File: src/rtl/vhfp_ram.sv
// Generic single-port-write, single-read RAM with registered read.
// No dependencies.
`timescale 1ns / 1ps
`default_nettype none
module vhfp_ram #(
  parameter int unsigned Width = 8,
  parameter int unsigned Depth = 4
) (
  input  wire logic                     clk,
  input  wire logic                     we,
  input  wire logic [$clog2(Depth)-1:0] waddr,
  input  wire logic [Width-1:0]         wdata,
  input  wire logic [$clog2(Depth)-1:0] raddr,
  output logic      [Width-1:0]         rdata
);
  logic [Width-1:0] mem [Depth];
  // write and registered read
  always_ff @(posedge clk) begin
    if (we) mem[waddr] <= wdata;
    rdata <= mem[raddr];
  end
endmodule
`default_nettype wire

File: config.mk
export PLATFORM = sky130hd
export DESIGN_NAME = vhfp_ram
export DESIGN_NICKNAME = d
export VERILOG_FILES = /design/src/rtl/vhfp_ram.sv
export SDC_FILE = /design/constraint.sdc
export NUM_CORES = 1
export LEC_CHECK = 0
export BUFFER_PORTS_ARGS = -buffer_cell sky130_fd_sc_hd__buf_2
export CAP_MARGIN = 20
export CORE_ASPECT_RATIO = 0.7
export CORE_MARGIN = 10
export CORE_UTILIZATION = 48
export CTS_CLUSTER_DIAMETER = 80
export DETAILED_ROUTE_END_ITERATION = 7
export PLACE_DENSITY = 0.72
export SETUP_SLACK_MARGIN = 0.2
export SYNTH_ARGS = -nofsm -noshare
export SYNTH_HDL_FRONTEND = slang
export SYNTH_SLANG_ARGS = --single-unit
export TNS_END_PERCENT = 5
File: constraint.sdc
create_clock -name clk -period 1.2 [get_ports clk]
set_input_delay 0.24 -clock clk [delete_from_list [all_inputs] [get_ports clk]]
set_output_delay 0.24 -clock clk [all_outputs]
set_load 0.02 [all_outputs]
---- Word-level counts from Yosys, hierarchy flattened ----
Memory sizes are Yosys's and may differ from the RTL's. A register that Yosys moved wholly into a read port is not among the register bits.
Index checks and enable logic that the tools add are counted.
storage, ports and cells
  word-level logic and storage cells ...... 3
  flip-flop bits (word level) ............. 0
  memories kept ........................... 1
  input bits .............................. 14
  RAM bits ................................ 32
  output and inout port bits .............. 8
cells by class
  muxes and demuxes ....................... 2
memory list
  memory  words  bits a word  read ports  clocked after memory_dff  write ports  RTL line  text
  mem     4      8            1           1                         1            16        logic [Width-1:0] mem [Depth];
operators by type and width
  cell              count
  1-bit 2-to-1 mux  2

---- Longest topological paths before layout ----
  depth in word-level cells ............... 2
  mapped depth ............................ 2
  mapped depth without buffers ............ 1

---- Worst setup path before layout ----
Ideal clock, no wire load.
  path type ............................... input to register
  start point ............................. in waddr[0]
  end point ............................... mem mem[0][0], enable pin
  stages .................................. 1
  buffers on the path ..................... 0
  data required time ...................... 0.815 ns
  setup slack ............................. -0.104 ns
  arrival time ............................ 0.919 ns
  library setup time ...................... 0.385 ns
  path through ............................ nor3b_1
RTL lines
  element          RTL line  text
  start, declared  11        input wire logic [$clog2(Depth)-1:0] waddr,
  end, declared    16
Straight into the memory's write port.

---- Worst setup path after layout ----
  start point ............................. reg rdata[0] (read register of mem)
  end point ............................... out rdata[0]
RTL lines
  element          RTL line  text
  start, declared  14        output logic [Width-1:0] rdata
No word-level cell between the ends.

==> summary.md <==
| Metric | Value |
|---|---|
| Post-route ant nets | 0 |
| DRC | 0 |
| Rows | 15 |
| Clock Tree Buf Depth | 2 |
| P_sw | 540 uW |
| Initial Util | 52.5% |
| Synth Instances | 54 |
| Leakage | 0.000621 uW |
| Core area | 0.00257 mm2 |
| Synth top area share | 71.2% |
| Root Buffer | clkbuf_8 |
| Status | finished, final reports clean |
| Remaining Overflow, GRT | 0 |
| First-pass GRT wire length | 3410 um |
| Placed instance area | 0.00157 mm2 |
| Startpoint types | register |
| Gr usage total | 8.35% |
| Share of cells above drive strength 1 | 48.9% |
| Max Slew Vio Count | 0 |
| Endpoints failing setup | 0 |
| Synth cell types | 8 |
| Worst path depth | 1 |
| Register area | 0.00112 mm2 |
| Syn nets | 68 |
| Period minus WS final | 0.982 ns |
| Worst Hold Class | primary input to register |
| Unrepaired setup endpoints after global routing | yes |
| Placer Congestion | 0.659 |
| Post-Synth XOR/XNOR Area | 0% |
| Pre-antenna DRT Iters | 4 |
| Comb power frac | 7.3% |
| I/O Pins | 22 |
| Seq/Total Area, Yosys | 83.1% |
| Final Hold Fails | 0 |
| Worst slew pin tran | 0.194 ns |
| Setup Fix Bufs, Post-CTS | 0 |
| CP top delay family | flip-flops |
| Aggregate routed wire length | 2120 um |
| Period utilization | 81.9% |
| Synth Area in Simple Gates | 2.32% |
| Buf+Inv Stages, Crit Path | 1 |
| Req. time, crit path | 0.96 ns |
| Max Cap Viol | 0 |
| Antenna violations before repair | 0 |
| Net Sw Frac | 19.1% |
| Via Count | 610 |
| Mux cell area share after synthesis | 13.4% |
| Die Height | 64.4 um |
| Synth top area cells | edfxtp_1, mux4_2, dfxtp_1, and3b_1, buf_6 |
| CP max FO | 1 |
| Vias in the first global route | 715 |
| Max Clock Freq | 1.02 GHz |
| Die Wd | 83.4 um |
| Total Neg Setup Slack | 0 ns |
| Fin nets | 101 |
| PD cells | 1680 mW/mm2 |
| Clock insertion delay at the later pin of the skew report | 0.28 ns |
| Clk sinks | 40 |
| Adder-Cell Fraction of Synth Area | 0% |
| CP cell instances | buf_2 |
| Port bufs | 21 |
| Clock power frac | 36.2% |
| CTS tree | built |
| Yosys warnings | 0 |
| Sequential power share | 56.5% |
| Multi-input gate area | 223 um2 |
| Main combinational cell family by area after synthesis | multiplexers |
| R2R depth | 1 |
| Nature of the critical path endpoint | output pin |
| Die area | 0.00536 mm2 |
| Crit path DAT | 0.74 ns |
| Area added between synthesis and finish | 24.8% |
| Avg Vias per Cell | 5.00 |
| Clock H-tree levels | 2 |
| Worst Hold Path Cells | 1 |
| Slew HR | 87.1% |
| Clk_skew | 0.00275 ns |
| HPWL after detailed placement | 1530 um |
| Wirelength per Cell | 17.4 um |
| Post-Syn Area | 0.00135 mm2 |
| Crit path kind | register to output pin |
| Initial DRC count | 65 |
| Post-route cell area | 0.00168 mm2 |
| Crit path largest cell delay | 0.31 ns |
| Fill count | 168 |
| Pint | 2290 uW |
| Num CTS Buffers | 5 |
| Dominant cell type by area after synthesis | edfxtp_1 |
| CP max-delay cell | dfxtp_1 |
| Clock Pin Slew Worst Setup and Hold Paths | 0.07 ns |
| Synth Area in Compound Gates | 0% |
| ANT cells | 0 |
| Peak supply drop | 0.987 mV |
| Largest net degree at the start of global routing | 13 |
| Avg Cell Area, Syn | 25.0 um2 |
| Seq cells post-synth | 40 |
[final timing paths]
path,from,end,slack [ns]
worst max-delay path,rdata[0]$_DFF_P_,rdata[0],0.22
worst min register to register,mem[0][0]$_DFFE_PP_,rdata[0]$_DFF_P_,0.56
worst min-delay path,wdata[0],mem[3][0]$_DFFE_PP_,0.18
worst max register to register,mem[2][4]$_DFFE_PP_,rdata[4]$_DFF_P_,0.23
[Yosys cell counts]
library cell / count
dfxtp_1: 8
buf_6: 1
and3_1: 1
clkbuf_2: 1
and3b_1: 2
nor3b_1: 1
edfxtp_1: 32
mux4_2: 8
[timing repair]
item | CTS | global route
gates resized for setup | 1 | 2
cloned | 0 | 0
hold endpoints to repair | 0 | 0
hold buffers | 0 | 0
endpoints found under the setup margin | 2 | 9
[sequential cells by signal, summed over array words and instances (netlist names)]
signal / flops
rdata: 8
mem: 32
[power by group through the flow]
stage / registers (uW) / logic (uW) / clock network [uW]
after floorplan: 1660 / 73.6 / 0
after global placement: 1630 / 200 / 0
after detailed placement: 1630 / 205 / 0
after CTS: 1600 / 207 / 1040
after global routing: 1610 / 221 / 1120
final: 1600 / 206 / 1020
[cell families (layout without fill, tap and decap cells)]
logic type | after synthesis | count (layout)
AND/OR/NAND/NOR | 4 | 4
flip-flops | 40 | 40
multiplexers | 8 | 8
buffers and inverters | 2 | 36
[cells in the final DEF, fill, tap and decap left out]
cell type,count
and3_1,1
and3b_1,2
buf_12,2
buf_2,18
buf_4,8
bufinv_16,1
clkbuf_8,5
clkinv_1,2
dfxtp_1,8
edfxtp_1,32
mux4_2,8
nor3b_4,1
[per-stage QoR]
step	hold slack, ns	instances	util, %	total power, uW	worst slack, ns
finish	0.178	122	65.5	2830	0.218
global placement	0.449	114	61.0	1830	0.0995
detailed placement	0.464	114	61.0	1830	0.0922
floorplan	0.339	54	-	1730	0.214
CTS	0.172	122	65.3	2850	0.198
global route	0.171	122	65.5	2940	0.184
[final cells by class]
type                            count  share of cell area [%]
Tap cell                           34                    2.53
Clock buffer                        5                    4.09
Timing Repair Buffer               28                    11.3
Sequential cell                    40                    66.6
Clock inverter                      3                    2.23
Multi-Input combinational cell     12                    13.2
[per-layer routing]
metal / routed length, um / share of wire, % / track usage, %
met1: 887 / 42 / 9.06
met2: 1090 / 51 / 13.8
met3: 134 / 6.3 / 3.80
met4: 13 / 0.61 / 3.81
met5: 0 / 0 / 0
Note: power is estimated with default switching activity, not from simulation.
