[src/rtl/vhfp_pkg.sv]
// Package for the VOL header field parser: parse phases, aspect table,
// shared word types. No dependencies.
`timescale 1ns / 1ps
`default_nettype none
package vhfp_pkg;

  localparam int unsigned FifoDepth = 4;

  // status codes
  localparam logic [1:0] STAT_RECT    = 2'd0;
  localparam logic [1:0] STAT_NONRECT = 2'd1;
  localparam logic [1:0] STAT_NONE    = 2'd2;
  localparam logic [1:0] STAT_TRUNC   = 2'd3;

  // start code tail after 00 00 01
  localparam logic [23:0] SC_PREFIX = 24'h000001;
  localparam logic [7:0]  SC_VOL    = 8'h20;
  localparam logic [3:0]  ASPECT_EXT = 4'hF;

  typedef enum logic [5:0] {
    PH_SEARCH, PH_RA, PH_TYPE, PH_OLID, PH_VER, PH_PRIO, PH_ASPECT,
    PH_PARW, PH_PARH, PH_CTRL, PH_CHROMA, PH_LOWDELAY, PH_VBV,
    PH_SKIP1, PH_SKIP2, PH_SKIP3, PH_SKIP4, PH_SKIP5,
    PH_SHAPE, PH_SHAPEEXT, PH_MARK1, PH_DEN, PH_MARK2, PH_FIXED, PH_SCALE,
    PH_MW, PH_WIDTH, PH_MH, PH_HEIGHT, PH_MEND, PH_INTER, PH_OBMC,
    PH_SPRITE, PH_DONE
  } phase_t;

  // word passed from front to back
  typedef struct packed {
    logic [7:0] data;
    logic       last;
    logic       hit;      // start code completes on this byte
    logic       search;   // byte seen while searching
  } cls_t;

  typedef struct packed {
    logic [1:0]  status;
    logic [12:0] frame_width;
    logic [12:0] frame_height;
    logic [7:0]  aspect_numerator;
    logic [7:0]  aspect_denominator;
    logic [15:0] time_rate;
    logic [15:0] time_scale;
    logic [1:0]  sprite_mode;
    logic        gmc_format;
  } res_t;

  function automatic logic [15:0] par_lookup(input logic [3:0] code);
    logic [15:0] r;
    case (code)
      4'd1:    r = {8'd1, 8'd1};
      4'd2:    r = {8'd12, 8'd11};
      4'd3:    r = {8'd10, 8'd11};
      4'd4:    r = {8'd16, 8'd11};
      4'd5:    r = {8'd40, 8'd33};
      default: r = {8'd0, 8'd1};
    endcase
    return r;
  endfunction

endpackage
`default_nettype wire

[src/rtl/vhfp_front.sv]
// Front end: start code search over the byte stream, classifies each byte.
// Depends on vhfp_pkg.
`timescale 1ns / 1ps
`default_nettype none
module vhfp_front
  import vhfp_pkg::*;
(
  input  wire logic clk,
  input  wire logic rst,
  input  wire logic       in_valid,
  output logic            in_ready,
  input  wire logic [7:0] in_byte,
  input  wire logic       in_last,
  output logic            push,
  output cls_t            push_word,
  input  wire logic       full
);
  logic [23:0] window;
  logic        searching;   // front's own view: no start code yet this buffer
  logic        acc;
  logic        hit;

  assign in_ready = !full;
  assign acc      = in_valid && in_ready;
  assign hit      = searching && window == SC_PREFIX && in_byte == SC_VOL;
  assign push     = acc;
  assign push_word = '{data: in_byte, last: in_last, hit: hit, search: searching};

  // track window and search state; rearm at last byte
  always_ff @(posedge clk) begin
    if (rst) begin
      window    <= '0;
      searching <= 1'b1;
    end else if (acc) begin
      if (in_last) begin
        window    <= '0;
        searching <= 1'b1;
      end else if (searching) begin
        window <= {window[15:0], in_byte};
        if (hit) searching <= 1'b0;
      end
    end
  end
endmodule
`default_nettype wire

[config.mk]
export PLATFORM = sky130hd
export DESIGN_NAME = vhfp_front
export DESIGN_NICKNAME = d
export VERILOG_FILES = /design/src/rtl/vhfp_pkg.sv /design/src/rtl/vhfp_front.sv
export SDC_FILE = /design/constraint.sdc
export NUM_CORES = 1
export LEC_CHECK = 0
export ABC_AREA = 1
export BUFFER_PORTS_ARGS = -buffer_cell sky130_fd_sc_hd__buf_4
export CAP_MARGIN = 20
export CORE_MARGIN = 3
export CORE_UTILIZATION = 45
export CTS_BUF_LIST = sky130_fd_sc_hd__clkbuf_8
export DETAILED_ROUTE_END_ITERATION = 6
export PLACE_DENSITY = 0.69
export SKIP_LAST_GASP = 1
export SLEW_MARGIN = 20
export SYNTH_ARGS = -nofsm -noshare
export SYNTH_HDL_FRONTEND = slang
export SYNTH_SLANG_ARGS = --single-unit
[constraint.sdc]
create_clock -name clk -period 1.7 [get_ports clk]
set_clock_uncertainty 0.05 [all_clocks]
set_input_delay 0.17 -clock clk [delete_from_list [all_inputs] [get_ports clk]]
set_output_delay 0.17 -clock clk [all_outputs]
set_load 0.01 [all_outputs]
# After elaboration in Yosys (flattened, before gate mapping)

Cells that the tools add are included.
W data, S select, Z words.

Eq/ne operators: 2
Reductions and logical operators: 6
Muxes and demuxes: 5

Operator list:

| operator              | number |
|---|---|
| $mux W24              | 2 |
| $eq A24 B1 Y1 const B | 1 |
| $eq A8 B6 Y1 const B  | 1 |
| $logic_and A1 B1 Y1   | 3 |
| $mux W1               | 3 |
| $reduce_and A2 Y1     | 1 |
| $reduce_bool A2 Y1    | 1 |
| $logic_not A1 Y1      | 1 |

Word-level logic and storage cells: 15
Flip-flop bits (word level): 25

# Logic depth before layout (Yosys ltp)

Depth in word-level cells: 6
Gate-level depth with buffers: 8
Gate-level depth less buffers: 8

# Worst setup path before layout

Ideal clock, no wire load.

Path kind: register to output
Start: register searching
End: output port push_word[1] (netlist name)
Arrival: 1.044 ns
Data required time: 1.480 ns
Setup slack: 0.436 ns
Cell stages (with the launch flop): 6
Path buffers: 1
Cell sequence: dfxtp_1 > nand2_1 > nor3_1 > nand2_1 > nor3b_1 > buf_4

Cells in the longest elaborated chain, start to end: 2

Ends and longest elaborated chain:

| element                          | line             | text |
|---|---|---|
| start: declaration               | vhfp_front.sv:19 | `logic searching;` |
| start signal: assignment         | vhfp_front.sv:33 | `searching <= 1'b1;` |
| start signal: assignment         | vhfp_front.sv:37 | `searching <= 1'b1;` |
| start signal: assignment         | vhfp_front.sv:40 | `if (hit) searching <= 1'b0;` |
| $logic_and A1 B1 Y1 (2 in a row) | vhfp_front.sv:25 | `assign hit = searching && window == SC_PREFIX && in_byte == SC_VOL;` |
| end: declaration                 | vhfp_front.sv:15 | `output cls_t push_word,` |

No other way between the ends.

==> summary.md <==
| Metric | Value |
|---|---|
| Critical Path AT | `1.42 ns` |
| Count leader, synth | `inv_1` |
| Clk pwr share | `0.335` |
| Cell count of the worst hold path | `3` |
| Slowest cell on the critical path | `dfxtp_1` |
| Final min period | `1.64 ns` |
| Crit path max-delay family | `simple AND/OR/NAND/NOR gates` |
| Critical Path Max Stage Delay | `about 0.32 ns` |
| Multi-input logic area | `504 um2` |
| Slew Limit Fails | `0` |
| Number of global-route vias before repair | `1,117` |
| Area Overhead vs Synth | `13.5%` |
| Post-Route WL | `2.70 mm` |
| First drt pass iteration count | `4` |
| Layout cells sized above 1 | `0.230` |
| Post-synthesis sequential area ratio | `0.393` |
| FP Rows | `18` |
| Pin count of the biggest net entering global routing | `26` |
| Max Fclk | `608 MHz` |
| CP Class | `flip-flop to output pin` |
| DIE HEIGHT | `59.2 um` |
| DR DRC count | `0` |
| Port bufs | `25` |
| Status | `complete, no violations` |
| Post-synth top area share | `0.393` |
| Synthesized area | `about 0.0013 mm2` |
| Global Route Usage Sum | `0.176` |
| Ys async rst share | `0` |
| Min-Delay Path Class | `primary input to flip-flop` |
| H-tree levels | `1` |
| First-pass GRT wire length | `4.77 mm` |
| CP cell instances | `nor2_1 > nand3_1 > nor3_1 > nand2_1 > nor3b_2 > buf_4` |
| Root buf cell | `clkbuf_8` |
| Hold WS | `between 0.1 and 0.15 ns` |
| Initial antenna violation count | `0` |
| Final ANT Viol Nets | `0` |
| Hold Path Sink | `window[6]` |
| Instance count on the critical path | `6` |
| Number of synthesized flops with an enable pin | `0` |
| Pleak | `0.000584 uW` |
| Clk pin slew, worst setup/hold paths | `0.09 ns` |
| TNS Setup | `0 ns` |
| Max-cap violation count | `0` |
| Syn Area/Cell | `7.16 um2` |
| Synth cell types | `21` |
| Reg2reg setup slack | `0.54 ns` |
| Initial Util | `0.492` |
| PD cells | `755 mW/mm2` |
| Crit start category | `flip-flop` |
| Post-CTS setup buffer count | `0` |
| CTS Buf Count | `3` |
| Number of fill cells | `roughly 250` |
| Synth Warn # | `0` |
| Crit-path max FO | `2` |
| Final setup vio count | `0` |
| GP Congestion | `0.757` |
| Total number of vias | `1,169` |
| Vias per cell | `approximately 5.3` |
| Nets | `205` |
| TritonCTS clock tree | `yes` |
| Fin. Hold Viols | `0` |
| 1st-iter DRT viols | `48` |
| Wire per inst | `12.2 um` |
| Post-Syn Instances | `178` |
| Flops & latches, synth | `25` |
| Sequential power share | `0.546` |
| RSZ-0062 raised after global routing | `false` |
| # diodes | `0` |
| WP data required | `1.48 ns` |
| Leading area contributor after synthesis | `dfxtp_1` |
| Largest cells by area after synthesis | `dfxtp_1 39%, inv_1 10%, nor2_1 8.0%` |
| Top FF cell, synth | `dfxtp_1` |
| Hold Crit Start | `in_byte[6]` |
| Internal power | `814 uW` |
| Rel. slew slack | `0.823` |
| Logic pwr share | `0.119` |
| Post-DP HPWL | `2.01 mm` |
| Global route total overflow | `0` |
| Clock insertion delay at the later pin of the skew report | `0.27 ns` |
| Die ar. | `0.00350 mm2` |
| Buf/Inv on CP | `1` |
| Hold Buf Count CTS | `0` |
| CP Capture Type | `output pin` |
| Final Cycle Share | `0.968` |
| Psw | `277 uW` |
| R2R depth | `6` |
| Ports | `26` |
| Post-synth top cells | `34 x inv_1, 27 x nor2_1, 25 x dfxtp_1` |
| Register area | `502 um2` |
| Syn nets | `approximately 190` |
| Clock Sinks | `25` |
| Deepest clock path buffer count | `2` |
| Worst vdd ir | `between 0.0006 and 0.0007 V` |
| Worst r2r src | `searching` |
| Least-Margin Pin Slew | `around 0.26 ns` |
| Core area | `between 0.002 and 0.003 mm2` |
| Die X | `59.2 um` |
| Net Sw Frac | `0.254` |
| Reg2reg end | `window[23]` |
[logic make-up after synthesis]
| logic type | synth area share |
|---|---|
| buf+inv | 0.217 |
| simple gates | 0.231 |
| compound gates | 0.159 |
| flops | 0.393 |
[per-layer routing]
layer / GRT usage / vias to the layer above / routed length, um
met4: 0.0647 / 0 / 37
met5: 0 / - / 0
li1: - / 579 / -
met1: 0.208 / 550 / 1180
met2: 0.307 / 33 / 1350
met3: 0.0414 / 7 / 135
[sequential cells by signal, summed over array words and instances, names as in the netlist]
| register | cells |
|---|---|
| searching | 1 |
| window | 24 |
[placed cells by master, fill, tap and decap left out]
cell type and instances:
nor2_4 2, nand2_4 1, inv_2 2, dfxtp_1 24, clkinvlp_4 1, nor3b_2 1
nor2_2 1, clkbuf_8 3, buf_4 29, nand3_1 15, nand2_1 8, o21ai_0 12
nor2_1 26, nor3_1 2, inv_1 34, dfxtp_2 1, o22ai_1 12, o21bai_1 1
nand3_2 3, a21oi_1 12, nand4_1 1
[worst max-delay path by stage]
stage | startpoint | endpoint
final | window[20] | push_word[1]
after global routing | window[2] | push_word[1]
after CTS | window[8] | push_word[1]
after detailed placement | searching | push_word[1]
after global placement | searching | push_word[1]
after floorplan | searching | push_word[1]
[repair_timing]
item                       CTS  global route
pin swaps                    0             0
resized for setup            1             2
setup endpoints to repair    1             1
[layout make-up]
type                            count  share of cell area
Inverter                           36              0.0935
Sequential cell                    25               0.347
Clock buffer                        3              0.0286
Multi-Input combinational cell     97               0.349
Tap cell                           30              0.0260
Timing Repair Buffer               29               0.151
Clock inverter                      1             0.00519
[power groups by stage]
stage	clock [uW]	combinational, uW	sequential, uW
3_5_place_dp	0	130	610
4_1_cts	373	131	596
6_report	365	130	596
5_1_grt	404	144	597
3_3_place_gp	0	128	609
2_1_floorplan	0	88.0	608
[per-stage QoR]
| stage | utilization | power, uW | worst slack, ns | area (um2) | instances |
|---|---|---|---|---|---|
| 3_3_place_gp | 0.536 | 737 | 0.384 | 1390 | 217 |
| 5_1_grt | 0.558 | 1150 | 0.00498 | 1450 | 221 |
| 3_5_place_dp | 0.536 | 740 | 0.300 | 1390 | 217 |
| 2_1_floorplan | - | 696 | 0.436 | 1270 | 178 |
| 6_report | 0.558 | 1090 | 0.0550 | 1450 | 221 |
| 4_1_cts | 0.555 | 1100 | 0.0614 | 1440 | 221 |
[tightest hold or removal path, stage by stage]
cell	delay (ns)
buf_4	0.12
nand3_2	0.06
a21oi_1	0.05
Note: power is estimated with default switching activity, not from simulation.
