### config.mk
export PLATFORM = sky130hd
export DESIGN_NAME = vhfp_back
export DESIGN_NICKNAME = d
export VERILOG_FILES = /design/src/rtl/vhfp_pkg.sv /design/src/rtl/vhfp_back.sv
export SDC_FILE = /design/constraint.sdc
export NUM_CORES = 1
export LEC_CHECK = 0
export BUFFER_PORTS_ARGS = -buffer_cell sky130_fd_sc_hd__buf_2
export CAP_MARGIN = 20
export CORE_MARGIN = 4
export CORE_UTILIZATION = 64
export DETAILED_ROUTE_END_ITERATION = 10
export PLACE_DENSITY = 0.89
export SYNTH_ARGS = -nofsm -noshare
export SYNTH_HDL_FRONTEND = slang
export SYNTH_SLANG_ARGS = --single-unit
### constraint.sdc
create_clock -name clk -period 11.4 [get_ports clk]
set_input_delay 2.28 -clock clk [delete_from_list [all_inputs] [get_ports clk]]
set_output_delay 2.28 -clock clk [all_outputs]
set_load 0.005 [all_outputs]
### src/rtl/vhfp_pkg.sv
// Package for the VOL header field parser: parse phases, aspect table,
// shared word types. No dependencies.
`timescale 1ns / 1ps
`default_nettype none
package vhfp_pkg;

  localparam int unsigned FifoDepth = 4;

  // status codes
  localparam logic [1:0] STAT_RECT    = 2'd0;
  localparam logic [1:0] STAT_NONRECT = 2'd1;
  localparam logic [1:0] STAT_NONE    = 2'd2;
  localparam logic [1:0] STAT_TRUNC   = 2'd3;

  // start code tail after 00 00 01
  localparam logic [23:0] SC_PREFIX = 24'h000001;
  localparam logic [7:0]  SC_VOL    = 8'h20;
  localparam logic [3:0]  ASPECT_EXT = 4'hF;

  typedef enum logic [5:0] {
    PH_SEARCH, PH_RA, PH_TYPE, PH_OLID, PH_VER, PH_PRIO, PH_ASPECT,
    PH_PARW, PH_PARH, PH_CTRL, PH_CHROMA, PH_LOWDELAY, PH_VBV,
    PH_SKIP1, PH_SKIP2, PH_SKIP3, PH_SKIP4, PH_SKIP5,
    PH_SHAPE, PH_SHAPEEXT, PH_MARK1, PH_DEN, PH_MARK2, PH_FIXED, PH_SCALE,
    PH_MW, PH_WIDTH, PH_MH, PH_HEIGHT, PH_MEND, PH_INTER, PH_OBMC,
    PH_SPRITE, PH_DONE
  } phase_t;

  // word passed from front to back
  typedef struct packed {
    logic [7:0] data;
    logic       last;
    logic       hit;      // start code completes on this byte
    logic       search;   // byte seen while searching
  } cls_t;

  typedef struct packed {
    logic [1:0]  status;
    logic [12:0] frame_width;
    logic [12:0] frame_height;
    logic [7:0]  aspect_numerator;
    logic [7:0]  aspect_denominator;
    logic [15:0] time_rate;
    logic [15:0] time_scale;
    logic [1:0]  sprite_mode;
    logic        gmc_format;
  } res_t;

  function automatic logic [15:0] par_lookup(input logic [3:0] code);
    logic [15:0] r;
    case (code)
      4'd1:    r = {8'd1, 8'd1};
      4'd2:    r = {8'd12, 8'd11};
      4'd3:    r = {8'd10, 8'd11};
      4'd4:    r = {8'd16, 8'd11};
      4'd5:    r = {8'd40, 8'd33};
      default: r = {8'd0, 8'd1};
    endcase
    return r;
  endfunction

endpackage
`default_nettype wire

### src/rtl/vhfp_back.sv
// Back end: bit-serial header field parser, one byte of bits a word.
// Depends on vhfp_pkg.
`timescale 1ns / 1ps
`default_nettype none
module vhfp_back
  import vhfp_pkg::*;
(
  input  wire logic clk,
  input  wire logic rst,
  input  wire logic pop_valid,
  output logic      pop,
  input  wire cls_t pop_word,
  output logic      out_valid,
  input  wire logic out_ready,
  output res_t      out_res
);
  phase_t      phase;
  logic [3:0]  bitcnt;     // 0 = idle, else next bit index+1
  logic [7:0]  sbyte;
  logic        slast;
  logic [4:0]  left;
  logic [15:0] accum;
  logic [3:0]  ver;
  logic [1:0]  shape;
  logic [3:0]  incw;
  logic        done;
  logic [15:0] rate, scale;
  logic [7:0]  num, den;
  logic [12:0] width, height;
  logic [4:0]  dw;

  logic busy;
  assign busy   = bitcnt != 4'd0;
  assign pop    = pop_valid && !busy && !out_valid;

  logic        bitv;
  logic [15:0] acc_n;
  logic [4:0]  left_n;
  logic        verone;
  assign bitv   = sbyte[3'(bitcnt - 4'd1)];
  assign acc_n  = {accum[14:0], bitv};
  assign left_n = (left != 5'd0) ? left - 5'd1 : 5'd0;
  assign verone = ver == 4'd1;

  // highest set bit of rate-1 (bit width minus one) for the fixed increment
  always_comb begin
    logic [15:0] t;
    t  = acc_n - 16'd1;
    dw = 5'd0;
    for (int i = 15; i >= 1; i--) begin
      if (t[i] && dw == 5'd0) dw = 5'(i);
    end
  end

  // one header bit per cycle
  always_ff @(posedge clk) begin
    if (rst) begin
      phase <= PH_SEARCH; bitcnt <= '0; done <= 1'b0; out_valid <= 1'b0;
      left <= '0; accum <= '0; ver <= '0; shape <= '0; incw <= '0;
      rate <= '0; scale <= '0; num <= '0; den <= '0; width <= '0; height <= '0;
      slast <= 1'b0; sbyte <= '0;
    end else begin
      if (out_valid && out_ready) out_valid <= 1'b0;
      if (pop) begin
        if (pop_word.search) begin
          if (pop_word.hit && !pop_word.last) begin
            phase <= PH_RA; left <= 5'd1; accum <= '0;
          end
          if (pop_word.last) begin
            out_valid <= 1'b1;
            out_res   <= '{status: pop_word.hit ? STAT_TRUNC : STAT_NONE, default: '0};
            phase <= PH_SEARCH;
          end
        end else if (done) begin
          if (pop_word.last) begin
            phase <= PH_SEARCH; done <= 1'b0;
            ver <= '0; shape <= '0; incw <= '0; rate <= '0; scale <= '0;
            num <= '0; den <= '0; width <= '0; height <= '0;
          end
        end else begin
          sbyte <= pop_word.data; slast <= pop_word.last; bitcnt <= 4'd8;
        end
      end else if (busy) begin
        logic        fin, emit, stop;
        logic [1:0]  spr;
        fin = left_n == 5'd0; emit = 1'b0; stop = 1'b0; spr = 2'd0;
        accum <= acc_n; left <= left_n;
        if (fin) begin
          accum <= '0;
          case (phase)
            PH_RA:    begin phase <= PH_TYPE; left <= 5'd8; end
            PH_TYPE:  begin phase <= PH_OLID; left <= 5'd1; end
            PH_OLID:  if (acc_n[0]) begin phase <= PH_VER; left <= 5'd4; end
                      else begin ver <= 4'd1; phase <= PH_ASPECT; left <= 5'd4; end
            PH_VER:   begin ver <= acc_n[3:0]; phase <= PH_PRIO; left <= 5'd3; end
            PH_PRIO:  begin phase <= PH_ASPECT; left <= 5'd4; end
            PH_ASPECT:
              if (acc_n[3:0] == ASPECT_EXT) begin phase <= PH_PARW; left <= 5'd8; end
              else begin
                {num, den} <= par_lookup(acc_n[3:0]);
                phase <= PH_CTRL; left <= 5'd1;
              end
            PH_PARW:  begin num <= acc_n[7:0]; phase <= PH_PARH; left <= 5'd8; end
            PH_PARH:  begin den <= acc_n[7:0]; phase <= PH_CTRL; left <= 5'd1; end
            PH_CTRL:  if (acc_n[0]) begin phase <= PH_CHROMA; left <= 5'd2; end
                      else begin phase <= PH_SHAPE; left <= 5'd2; end
            PH_CHROMA:   begin phase <= PH_LOWDELAY; left <= 5'd1; end
            PH_LOWDELAY: begin phase <= PH_VBV; left <= 5'd1; end
            PH_VBV:   if (acc_n[0]) begin phase <= PH_SKIP1; left <= 5'd16; end
                      else begin phase <= PH_SHAPE; left <= 5'd2; end
            PH_SKIP1: begin phase <= PH_SKIP2; left <= 5'd16; end
            PH_SKIP2: begin phase <= PH_SKIP3; left <= 5'd16; end
            PH_SKIP3: begin phase <= PH_SKIP4; left <= 5'd16; end
            PH_SKIP4: begin phase <= PH_SKIP5; left <= 5'd15; end
            PH_SKIP5: begin phase <= PH_SHAPE; left <= 5'd2; end
            PH_SHAPE: begin
              shape <= acc_n[1:0];
              if (acc_n[1:0] == 2'd3 && !verone) begin phase <= PH_SHAPEEXT; left <= 5'd4; end
              else begin phase <= PH_MARK1; left <= 5'd1; end
            end
            PH_SHAPEEXT: begin phase <= PH_MARK1; left <= 5'd1; end
            PH_MARK1: begin phase <= PH_DEN; left <= 5'd16; end
            PH_DEN:   begin
              rate <= acc_n; incw <= dw[3:0]; phase <= PH_MARK2; left <= 5'd1;
            end
            PH_MARK2: begin phase <= PH_FIXED; left <= 5'd1; end
            PH_FIXED, PH_SCALE: begin
              if (phase == PH_FIXED && acc_n[0]) begin
                phase <= PH_SCALE; left <= {1'b0, incw} + 5'd1;
              end else begin
                scale <= (phase == PH_FIXED) ? 16'd1 : acc_n;
                if (shape == 2'd2) emit = 1'b1;
                else if (shape == 2'd0) begin phase <= PH_MW; left <= 5'd1; end
                else begin phase <= PH_INTER; left <= 5'd1; end
              end
            end
            PH_MW:     begin phase <= PH_WIDTH; left <= 5'd13; end
            PH_WIDTH:  begin width <= acc_n[12:0]; phase <= PH_MH; left <= 5'd1; end
            PH_MH:     begin phase <= PH_HEIGHT; left <= 5'd13; end
            PH_HEIGHT: begin height <= acc_n[12:0]; phase <= PH_MEND; left <= 5'd1; end
            PH_MEND:   begin phase <= PH_INTER; left <= 5'd1; end
            PH_INTER:  begin phase <= PH_OBMC; left <= 5'd1; end
            PH_OBMC:   begin phase <= PH_SPRITE; left <= verone ? 5'd1 : 5'd2; end
            PH_SPRITE: begin emit = 1'b1; spr = acc_n[1:0]; end
            default:   begin stop = 1'b1; end
          endcase
        end
        if (emit) begin
          out_valid <= 1'b1;
          out_res.status <= (shape == 2'd0) ? STAT_RECT : STAT_NONRECT;
          out_res.frame_width  <= (shape == 2'd0) ? width : 13'd0;
          out_res.frame_height <= (shape == 2'd0) ? height : 13'd0;
          out_res.aspect_numerator   <= num;
          out_res.aspect_denominator <= den;
          out_res.time_rate  <= rate;
          out_res.time_scale <= (phase == PH_FIXED) ? 16'd1 :
                                (phase == PH_SCALE) ? acc_n : scale;
          out_res.sprite_mode <= spr;
          out_res.gmc_format  <= spr == 2'd1 || spr == 2'd2;
          phase <= PH_DONE;
        end
        if (emit || stop || bitcnt == 4'd1) begin
          bitcnt <= '0;
          if (slast) begin
            phase <= PH_SEARCH; done <= 1'b0; left <= '0; accum <= '0;
            ver <= '0; shape <= '0; incw <= '0; rate <= '0; scale <= '0;
            num <= '0; den <= '0; width <= '0; height <= '0;
            if (!emit && !done) begin
              out_valid <= 1'b1;
              out_res   <= '{status: STAT_TRUNC, default: '0};
            end
          end else if (emit) begin
            done <= 1'b1;
          end
        end else begin
          bitcnt <= bitcnt - 4'd1;
        end
      end
    end
  end
endmodule
`default_nettype wire

**Word-level counts from Yosys, hierarchy flattened**

Index checks and enable logic that the tools add are counted.

- Register bits after elaboration: 204
- Word-level logic and storage cells: 340
- Input port bits: 15
- Output and inout bits: 81

- Reduce and logical (&&, ||, !) cells: 66
- $add $sub $neg: 4
- $lt $le $gt $ge: 1
- Multiplexer cells: 187
- Eq/ne operators: 53
- Bitwise gates (word level): 3

Operators by type and width:

| cell | number |
|---|---|
| $mux W79 | 8 |
| $mux W16 | 19 |
| $mux W13 | 17 |
| $pmux W6 S30 | 1 |
| $mux W5 | 25 |
| $mux W8 | 15 |
| $mux W15 | 7 |
| $mux W4 | 25 |
| $eq A6 B5 Y1 const B | 16 |
| $mux W6 | 13 |
| $logic_not A5 Y1 | 15 |
| $pmux W14 S5 | 1 |
| $pmux W5 S13 | 1 |
| $eq A6 B4 Y1 const B | 8 |
| $mux W2 | 16 |
| $pmux W8 S2 | 2 |
| $reduce_or A32 Y1 | 1 |
| $mux W1 | 31 |
| $eq A6 B3 Y1 const B | 4 |
| $logic_and A1 B1 Y1 | 21 |
| $reduce_and A4 Y1 | 4 |
| $sub A16 B1 Y16 const B | 1 |
| $eq A4 B1 Y1 const B | 3 |
| $eq A6 B2 Y1 const B | 2 |
| 30 further kinds | 58 |

**Depth between registers and ports, before layout**

Gate-level depths: netlist (run 1).

- Depth in word-level cells: 53
- Depth in mapped cells: 17
- Depth with buffers taken out: 15

**Least setup slack after synthesis (run 1)**

OpenSTA, ideal clock, no wires.

- Path kind: in2reg
- From: input rst
- To: register out_res[0] (netlist name) (enable)
- Path buffers: 2
- Arrival: 6.515 ns
- Slack: 4.343 ns
- Cell stages on the path: 3
- Cells stage by stage: clkbuf_1 clkbuf_1 a21oi_1

- Longest elaborated chain between the ends: 2

Ends and longest elaborated chain:

| element | RTL line | RTL |
|---|---|---|
| start: declaration | vhfp_back.sv:9 | `input wire logic rst,` |
| $not A1 Y1 (no source line) | n/a |  |
| $reduce_and A4 Y1 (no source line) | n/a |  |
| end: declaration | vhfp_back.sv:15 | `output res_t out_res` |

No other way between the ends.
A chain may end at the register's enable or synchronous reset.

**Worst setup path after layout (run 1)**

- From: input pop_valid
- To: output pop

- Longest elaborated chain between the ends: 2

Ends and longest elaborated chain:

| element | RTL line | RTL |
|---|---|---|
| start: declaration | vhfp_back.sv:10 | `input wire logic pop_valid,` |
| $logic_and A1 B1 Y1 (2 in series) | vhfp_back.sv:34 | `assign pop = pop_valid && !busy && !out_valid;` |
| end: declaration | vhfp_back.sv:11 | `output logic pop,` |

No other way between the ends.

==> results of run 1 <==
[sequential cells by signal, summed over array words and instances, names as in the netlist, 4 cells and up]
register	flops
width	13
scale	16
height	13
bitcnt	4
phase	6
accum	15
left	5
num	8
rate	16
incw	4
den	8
ver	4
sbyte	8
out_res	79
[worst min path at each step]
stage	start	to	slack [ns]	cells past startpoint
floorplan	sbyte[1]	sbyte[1]	0.43	2
finish	rate[3]	rate[3]	0.46	2
global placement	rate[15]	rate[15]	0.44	2
global route	sbyte[1]	sbyte[1]	0.48	2
CTS	rate[3]	rate[3]	0.46	2
detailed placement	rate[14]	rate[14]	0.45	2
[cell type report]
class / count / area, um2 / area share, %
tap: 216 / 270 / 2.34
inverter: 16 / 60.1 / 0.521
clock inverter: 9 / 96.3 / 0.836
clock buffer: 29 / 556 / 4.82
sequential: 204 / 4870 / 42.3
multi-input combinational: 922 / 5030 / 43.6
timing repair buffer: 116 / 647 / 5.61
[Yosys cell counts (all sizes together), types with 2 or more instances]
cell | number | area, um2
xor2 | 5 | 43.8
nand4 | 4 | 25.0
nor2b | 12 | 75.1
a21o | 4 | 30.0
a31oi | 11 | 83.8
or2 | 3 | 18.8
o221a | 2 | 22.5
nor3 | 44 | 220
o211ai | 5 | 37.5
a21oi | 148 | 741
a2111oi | 2 | 17.5
mux2i | 23 | 243
a22oi | 70 | 526
edfxtp | 79 | 2370
o22a | 2 | 17.5
or3 | 6 | 37.5
nand3b | 3 | 22.5
o22ai | 4 | 25.0
dfxtp | 125 | 2500
mux4 | 2 | 45.0
nand2 | 202 | 758
o32ai | 3 | 26.3
nor4b | 6 | 52.6
o221ai | 6 | 58.8
clkbuf | 90 | 338
o21ai | 44 | 220
o31ai | 4 | 35.0
nor4 | 11 | 75.1
xnor2 | 7 | 61.3
or4 | 2 | 18.8
nand3 | 26 | 135
inv | 16 | 60.1
a211o | 3 | 26.3
and2 | 4 | 25.0
buf | 8 | 35.0
nand2b | 10 | 62.6
ha | 8 | 100
a2bb2oi | 2 | 17.5
nor2 | 188 | 706
and3 | 4 | 25.0
a32oi | 14 | 123
o2111ai | 3 | 26.3
a211oi | 7 | 52.6
o21a | 4 | 30.0
[layout by cell type, fill, tap and decap left out, types with 10 or more instances in the layout]
master     instances
nand2_1          202
nor2_1           187
a21oi_1          147
dfxtp_1          125
buf_2             95
edfxtp_1          79
a22oi_1           70
nor3_1            44
o21ai_0           40
nand3_1           25
mux2i_1           22
clkbuf_16         21
buf_4             19
inv_1             15
a32oi_1           14
nor2b_1           12
nand2b_1          10
a31oi_1           10
[stage by stage]
stage | total power, mW | instance area, um2
floorplan | 1.66 | 10300
global placement | 1.94 | 10800
detailed placement | 1.96 | 10800
CTS | 2.63 | 11500
global route | 2.78 | 11500
finish | 2.64 | 11500
[worst max-delay path, stage by stage]
cell and delay [ns]:
buf_2 0.08, nor2b_1 0.30, nand2_1 0.24, inv_1 0.17
buf_2 0.13
[layer usage]
layer / up-vias / track usage (%) / routed length [um]
li1: 4527 / - / -
met1: 4521 / 41.3 / 11600
met2: 546 / 49.0 / 13200
met3: 90 / 5.18 / 2770
met4: 0 / 10.1 / 679
met5: - / 0 / 0
[cell families (layout without fill, tap and decap cells)]
kind of cell	after synthesis	after routing	synth area share, %
and+or+nand+nor	527	527	22.1
AOI/OAI and AO/OA	349	349	21.5
DFF	204	204	47.3
buffers and inverters	114	170	4.20
muxes	25	25	2.79
xor gates and xnor gates	12	12	1.02
adders and majority gates	9	9	1.07
[power breakdown]
part           internal (mW)  switching (mW)
Sequential             0.970          0.0752
Combinational          0.293           0.635
Clock                  0.387           0.279
==> run_results.csv, run 1 <==
group,metric,value,unit
worst_setup_path,reg2reg_depth,16,
global_routing,antenna_found_initial,0,
clock_network,cts_resized,0,
synthesis,synth-edff-count,79,
floorplan,core_area,15800,um2
clock_network,numCtsBuffers,21,
floorplan,die_y,135,um
drt,routed-via-count,9684,
clock_network,postCtsHoldBufs,0,
worst_setup_path,crit_path_end_kind,"primary output",
drt,vias_per_cell,6.40,
synthesis,postSynth.asyncResetShare,0,%
timing,maxSlewHeadroom,27.4,%
clock_network,clk_path_buf_depth,3,
floorplan,dieWidth,135,um
drt,wirelength,28.2,mm
hold_path,hp-class,"reg2reg",
synthesis,synth-main-ff-cell,"dfxtp_1",
worst_setup_path,crit_end,"pop",
global_routing,first_global_vias,9077,
synthesis,yosysSeqAreaShare,47.3,%
clock_network,cts_sinks,204,
global_routing,grt_max_degree,94,
drt,post_drt_wl_per_cell,18.6,um
worst_setup_path,arrival,3.21,ns
floorplan,die_area,18200,um2
synthesis,ys_warn_count,0,
placed_design,io_buffers,95,
drt,first_pass_iters,7,
power_and_ir_drop,powerDensity,229,nW/um2
clock_network,cts_root_buffer,"clkbuf_16",
clock_network,cts_tree,"built",
synthesis,syn_nets,1263,
placed_design,dp_hpwl,17.6,mm
global_routing,grt_pass1_wl,45.3,mm
clock_network,path_clk_slew,0.06,ns
drt,post-route-drc-count,0,
drt,ant_nets,0,
floorplan,initial_core_util,65.1,%
clock_network,htree_levels,1,
timing,fin_ws,5.91,ns
synthesis,synth_cell_types,69,
timing,setup_viol,0,
synthesis,syn_area,10300,um2
floorplan,core.rowCount,46,
global_routing,grt.total_usage,30.2,%
placed_design,placedCellCount,1471,
worst_setup_path,startpoint,"pop_valid",
job,maxCapViolations,0,
timing,finClkSkew,0.0134,ns
layout,drive_above_1_share,12.6,%
placed_design,globalplace.congestion,0.950,
timing,rsz0062_at_grt,"false",
worst_setup_path,rrSetupSlack,6.40,ns
layout,layout.cells.non_filler,1512,
clock_network,postCtsSetupBuffers,0,
drt,drt_iter0_markers,1086,
worst_setup_path,required,9.12,ns
power_and_ir_drop,ir_worst_vdd,0.226,mV
layout,nets,1304,
floorplan,ios,96,
worst_setup_path,critPathLaunchType,"input pin",
timing,fin_crit_sh,48.2,%
timing,clock.fmax,0.182,GHz
clock_network,clk_latency,0.50,ns
worst_setup_path,critPathMaxFanout,6,
timing,setup_tns,0,ns
placed_design,dp_worst_setup_slack,5.94,ns
layout,final_util,72.9,%
worst_setup_path,r2r-start,"bitcnt[0]",
timing,hold_ws,0.455,ns
layout,fill_cells,1156,
timing,min_period,5.49,ns
worst_setup_path,critPathKind,"in2out",
status,status,"finished, final reports clean",
timing,tightestPinTransition,1.09,ns
synthesis,ys_ff_latch,204,
power_and_ir_drop,p_leak,4.33,nW
layout,antenna_cells,0,
timing,hold_viol_final,0,
worst_setup_path,timing.rr.end,"incw[0]",
synthesis,synthCells,1240,
layout,area_delta_synth_final,11.9,%
global_routing,grt-ovfl-total,0,
synthesis,syn_avg_cell_area,8.31,um2
timing,report.final.slew_viol_count,0,
Note: power is estimated with default switching activity, not from simulation.
==> run 2, diff against run 1 <==
Settings changed: ABC_AREA set to 1, CORE_UTILIZATION 64 to 60, PLACE_DENSITY 0.89 to 0.84.
Clock period 11.4 ns to 5.6 ns, I/O delays scaled along.
==> run 2 against run 1 <==
Total power grew to 2.5 times the previous value; die area is 15% higher; synthesized cell count is 15% higher; clock-buffer cell count is 6 higher; non-clock buffer count is 9 lower; core utilization is 4.2 points lower; sequential power is 96% higher; first-iteration DRC count is 1.9% higher; wire length is 18% higher; largest cell class unchanged; largest power group is now combinational logic.
==> run_results.csv, run 2 <==
group,metric,value,unit
power_and_ir_drop,total_power,6.60,mW
timing,hold_viol_final,0,
drt,ant_nets,0,
worst_setup_path,critPathMaxFanout,29,
layout,final_cell_mix,"nand2_1, nor2_1, inv_1, dfxtp_1, a21oi_1",
layout,antenna_cells,0,
placed_design,io_buffers,95,
global_routing,antenna_found_initial,0,
layout,fin_area,12500,um2
power_and_ir_drop,p_leak,4.81,nW
synthesis,syn_area,11200,um2
synthesis,ys_top_cells_by_area,"dfxtp_1, edfxtp_1, nand2_1",
clock_network,clk_path_buf_depth,3,
synthesis,yosys-top-cells-count,"nand2_1, nor2_1, inv_1",
timing,tightestPinTransition,1.01,ns
synthesis,synth.most_common_cell,"nand2_1",
synthesis,yosys.area.top_type,"dfxtp_1",
synthesis,yosysSeqAreaShare,43.5,%
worst_setup_path,reg2reg_depth,17,
worst_setup_path,timing.rr.end,"out_res[60]",
worst_setup_path,crit_buf_inv,6,
clock_network,cts_tree,"built",
drt,first_pass_iters,6,
drt,post_drt_wl_per_cell,19.2,um
layout,top_register,"out_res",
drt,drt_iter0_markers,1107,
timing,maxSlewHeadroom,32.4,%
clock_network,postCtsSetupBuffers,0,
timing,setup_viol,0,
drt,routed-via-count,10500,
timing,setup_tns,0,ns
clock_network,cts_resized,0,
worst_setup_path,critPathLaunchType,"register",
synthesis,ys_ff_latch,204,
timing,report.final.slew_viol_count,0,
synthesis,synth-main-ff-cell,"dfxtp_1",
hold_path,hp-class,"reg2reg",
synthesis,synth-edff-count,79,
drt,post-route-drc-count,0,
hold_path,worstHoldPathCells,2,
synthesis,synthCells,1421,
synthesis,synth_top_area_share,22.3,%
drt,wirelength,33.1,mm
synthesis,ys_warn_count,0,
placed_design,dp_hpwl,22.6,mm
clock_network,numCtsBuffers,22,
placed_design,placed_area,11700,um2
global_routing,first_global_vias,9864,
worst_setup_path,crit_path_end_kind,"register",
synthesis,synth_cell_types,62,
timing,min_period,4.33,ns
global_routing,grt_max_degree,80,
clock_network,htree_levels,1,
floorplan,initial_core_util,61.8,%
worst_setup_path,r2r-start,"bitcnt[0]",
floorplan,dieWidth,145,um
clock_network,cts_root_buffer,"clkbuf_16",
global_routing,grt.total_usage,31.0,%
synthesis,postSynth.asyncResetShare,0,%
worst_setup_path,arrival,4.57,ns
floorplan,die_area,20900,um2
worst_setup_path,cpPeakStageDelay,0.78,ns
hold_path,hp-start,"sbyte[3]",
worst_setup_path,crit_path_cell_trace,"inv_4, ha_1, inv_1, nand3_1, nand3_1, nand2_2, nor2_2, inv_2, nand2_2, inv_2, nand2_2, a21oi_4, buf_12, nand3_1, clkinv_1, a22oi_1, nor2_1",
timing,clock.fmax,0.231,GHz
global_routing,grt_pass1_wl,51.8,mm
worst_setup_path,path_delay_family,"buffers and inverters",
floorplan,ios,96,
timing,fin_crit_sh,77.3,%
layout,largest_reg_flops,79,
worst_setup_path,critPathKind,"reg2reg",
worst_setup_path,rrSetupSlack,1.27,ns
floorplan,core_area,18100,um2
global_routing,grt-ovfl-total,0,
synthesis,syn_nets,1444,
worst_setup_path,required,5.84,ns
hold_path,holdPathEnd,"sbyte[3]",
floorplan,core.rowCount,49,
job,maxCapViolations,0,
layout,drive_above_1_share,16.8,%
layout,nets,1500,
clock_network,clk_latency,0.51,ns
power_and_ir_drop,powerDensity,530,nW/um2
clock_network,cts_sinks,204,
timing,rsz0062_at_grt,"false",
clock_network,path_clk_slew,0.06,ns
power_and_ir_drop,ir_worst_vdd,0.447,mV
timing,hold_ws,0.461,ns
clock_network,postCtsHoldBufs,0,
synthesis,syn_avg_cell_area,7.89,um2
drt,vias_per_cell,6.10,
layout,reg_top3,"out_res (79), rate (16), scale (16)",
layout,area_delta_synth_final,11.1,%
placed_design,globalplace.congestion,1.05,
layout,mostFrequentLayoutCell,"nand2_1",
status,status,"finished, final reports clean",
floorplan,die_y,145,um
timing,finClkSkew,0.00855,ns
worst_setup_path,crit_slowest_cell,"clkinv_1",
-- run 2: worst register-to-register path: cells and delay by family (launching register included) --
family | cells | cell delay [ns]
AOI/OAI and AO/OA | 2 | 0.61
adders and majority gates | 1 | 0.34
buffers and inverters | 6 | 1.45
DFF | 1 | 0.52
and+or+nand+nor | 8 | 1.15
-- run 2: area by class of cell --
class,instances,area (um2)
Clock buffer,35,671
Clock inverter,5,78.8
Fill cell,1420,5690
Inverter,166,638
Multi-Input combinational cell,976,5320
Sequential cell,204,4870
Tap cell,229,287
Timing Repair Buffer,107,591
-- run 2: worst max-delay path by stage --
stage	depth (start not counted)	endpoint	slack [ns]	startpoint
6_report	17	out_res[60]	1.27	bitcnt[0]
5_1_grt	17	out_res[67]	1.06	bitcnt[0]
4_1_cts	16	out_res[60]	1.32	bitcnt[0]
3_5_place_dp	18	out_res[67]	1.36	bitcnt[0]
3_3_place_gp	18	out_res[74]	1.52	bitcnt[0]
2_1_floorplan	5	out_res[0]	1.14	pop_valid
-- run 2: power breakdown --
group          internal (mW)  switching (mW)
clock network          0.913           0.597
registers               1.90           0.157
logic                  0.858            2.18
total                   3.67            2.93
-- run 2: cells by family (layout without fill, tap and decap cells) --
kind of cell,Yosys count,count (layout),synth area share (%)
XOR/XNOR,13,13,1.02
buffers and inverters,241,313,9.34
AO/OA/AOI/OAI,355,355,20.3
AND/OR/NAND/NOR,600,600,25.0
flip-flops,204,204,43.5
adder cells (fa/ha/maj),8,8,0.892
-- run 2: through the flow --
| stage | setup WS (ns) | cells | util (%) |
|---|---|---|---|
| 2_1_floorplan | 1.14 | 1421 | - |
| 3_3_place_gp | 1.52 | 1681 | 64.4 |
| 3_5_place_dp | 1.36 | 1681 | 64.4 |
| 4_1_cts | 1.32 | 1721 | 68.5 |
| 5_1_grt | 1.06 | 1722 | 68.7 |
| 6_report | 1.27 | 1722 | 68.7 |
-- run 2: metal layers --
metal  vias to the layer above  share of wire (%)  global-route usage [%]
met5                         -                  0                       0
met4                         0                5.5                    16.1
met3                       135                8.0                    3.91
met2                       588                 46                    50.7
met1                      4845                 40                    40.5
li1                       4944                  -                       -
==> run 3, diff against run 2 <==
Settings changed: CORE_UTILIZATION 60 to 55, PLACE_DENSITY 0.84 to 0.81.
Clock period 5.6 ns to 3.9 ns, I/O delays scaled along.
==> run 3 against run 2 <==
Total power increased by 45%; first-iteration DRC count fell by 20%; register-to-register slack lost 0.94 ns; die area is 8.6% higher; clock skew increased by 0.0065 ns; setup slack worse by 0.94 ns.
==> run_results.csv, run 3 (same netlist as run 2, synthesis figures left out) <==
group,metric,value,unit
status,status,"finished, final reports clean",
layout,seq_area,4870,um2
global_routing,grt.total_usage,27.5,%
drt,ant_nets,0,
layout,reg_top3,"out_res (79), rate (16), scale (16)",
timing,hold_viol_final,0,
layout,largest_reg_flops,79,
global_routing,antenna_found_initial,0,
layout,area_delta_synth_final,13.3,%
power_and_ir_drop,ir_worst_vdd,0.556,mV
timing,fin_ws,0.332,ns
timing,setup_viol,0,
clock_network,postCtsSetupBuffers,0,
worst_setup_path,timing.rr.end,"incw[0]",
global_routing,grt-ovfl-total,0,
placed_design,io_buffers,95,
layout,fill_cells,1700,
global_routing,grt_pass1_wl,50.2,mm
timing,min_period,3.57,ns
worst_setup_path,cpPeakStageDelay,0.51,ns
floorplan,die_y,151,um
drt,wirelength,32.3,mm
drt,routed-via-count,10400,
layout,final_cell_mix,"nand2_1, nor2_1, inv_1, dfxtp_1, a21oi_1",
clock_network,cts_tree,"built",
drt,post_drt_wl_per_cell,18.2,um
hold_path,hp-start,"sbyte[3]",
power_and_ir_drop,total_power,9.58,mW
layout,final_util,64.2,%
worst_setup_path,crit_slowest_cell,"dfxtp_1",
drt,vias_per_cell,5.88,
worst_setup_path,required,4.27,ns
drt,drt_iter0_markers,888,
worst_setup_path,critPathKind,"reg2reg",
timing,finClkSkew,0.0150,ns
floorplan,core_area,19800,um2
placed_design,placedCellCount,1735,
floorplan,ios,96,
placed_design,globalplace.congestion,1.02,
layout,antenna_cells,0,
drt,first_pass_iters,5,
worst_setup_path,critPathLaunchType,"register",
worst_setup_path,crit_top_cell,"nand2_1",
timing,tightestPinTransition,0.861,ns
timing,clock.fmax,0.280,GHz
clock_network,cts_root_buffer,"clkbuf_16",
worst_setup_path,reg2reg_depth,24,
layout,layout.cells.non_filler,1775,
hold_path,holdPathEnd,"sbyte[3]",
floorplan,die_area,22700,um2
layout,top_register,"out_res",
clock_network,htree_levels,1,
floorplan,dieWidth,151,um
placed_design,dp_hpwl,22.8,mm
placed_design,dp_worst_setup_slack,0.373,ns
timing,maxSlewHeadroom,42.5,%
clock_network,postCtsHoldBufs,0,
timing,rsz0062_at_grt,"false",
power_and_ir_drop,powerDensity,754,nW/um2
job,maxCapViolations,0,
clock_network,cts_sinks,204,
timing,hold_ws,0.464,ns
global_routing,first_global_vias,9648,
layout,drive_above_1_share,18.4,%
worst_setup_path,rrSetupSlack,0.33,ns
layout,mostFrequentLayoutCell,"nand2_1",
layout,multi_input_area,5360,um2
drt,post-route-drc-count,0,
clock_network,numCtsBuffers,22,
clock_network,clk_latency,0.52,ns
worst_setup_path,crit_path_end_kind,"register",
power_and_ir_drop,p_leak,4.92,nW
worst_setup_path,crit_path_cell_trace,"inv_4, ha_4, xnor2_1, nand3_1, nand2_2, ha_1, inv_1, nor2_4, nand2_1, xor2_1, clkinv_2, nand3_4, nor2_8, nand4_4, nor2_8, nand3_2, nor3_2, nand4_1, nor2_1, nor2_2, nand3_1, nand2_1, nand2_1, a21oi_2",
hold_path,hp-class,"reg2reg",
layout,nets,1517,
hold_path,worstHoldPathCells,2,
worst_setup_path,r2r-start,"bitcnt[0]",
floorplan,initial_core_util,56.7,%
worst_setup_path,arrival,3.94,ns
floorplan,core.rowCount,51,
timing,fin_crit_sh,91.5,%
global_routing,grt_max_degree,80,
clock_network,cts_resized,0,
clock_network,path_clk_slew,0.06,ns
timing,report.final.slew_viol_count,0,
worst_setup_path,critPathMaxFanout,9,
clock_network,clk_path_buf_depth,3,
==> run 3: cell count changes in the layout (fill, tap and decap cells not counted), moves of 2 or more <==
cell      before  now
clkinv_2       4    7
inv_1        132  130
nor2_4         9   11
nor2_1       184  181
buf_4         10   26
clkbuf_1       7    1
clkbuf_8       5    3
nand2_4        4    6
clkinv_1       7   10
==> run 3: final cells by class <==
| type | count | area share [%] |
|---|---|---|
| Sequential cell | 204 | 38.4 |
| Clock buffer | 26 | 4.69 |
| Tap cell | 265 | 2.61 |
| Inverter | 166 | 5.10 |
| Timing Repair Buffer | 124 | 5.75 |
| Clock inverter | 14 | 1.26 |
| Multi-Input combinational cell | 976 | 42.2 |
==> run 3: metrics by stage <==
stage / cell area, um2 / setup TNS [ns]
2_1_floorplan: 11300 / -11.36
3_3_place_gp: 11900 / 0
3_5_place_dp: 11900 / 0
4_1_cts: 12700 / 0
5_1_grt: 12700 / 0
6_report: 12700 / 0
==> run 3: routing by layer <==
layer	GRT usage [%]	vias up	part of all wire (%)
met5	0	-	0
met4	12.6	0	4.5
met3	3.80	99	7.2
met2	45.3	464	47
met1	36.0	4885	41
li1	-	4981	-
==> run 3: worst max-delay path by stage <==
| stage | startpoint | to |
|---|---|---|
| finish | bitcnt[0] | incw[0] |
| global route | bitcnt[0] | incw[0] |
| CTS | bitcnt[0] | incw[0] |
| detailed placement | bitcnt[0] | incw[0] |
| global placement | bitcnt[0] | incw[0] |
| floorplan | pop_valid | out_res[0] |
==> run 3: worst max-delay path, delay by kind of cell (launching register included) <==
family / cells / cell delay, ns
buffers and inverters: 3 / 0.26
xor gates and xnor gates: 2 / 0.36
and+or+nand+nor: 16 / 1.84
DFF: 1 / 0.51
adders and majority gates: 2 / 0.40
AOI/OAI and AO/OA: 1 / 0.04
==> run 3: report_power, final <==
part / total, mW / internal [mW] / switching (mW)
Combinational: 4.48 / 1.35 / 3.13
Clock: 2.17 / 1.30 / 0.874
Sequential: 2.93 / 2.73 / 0.202
Total: 9.58 / 5.37 / 4.21
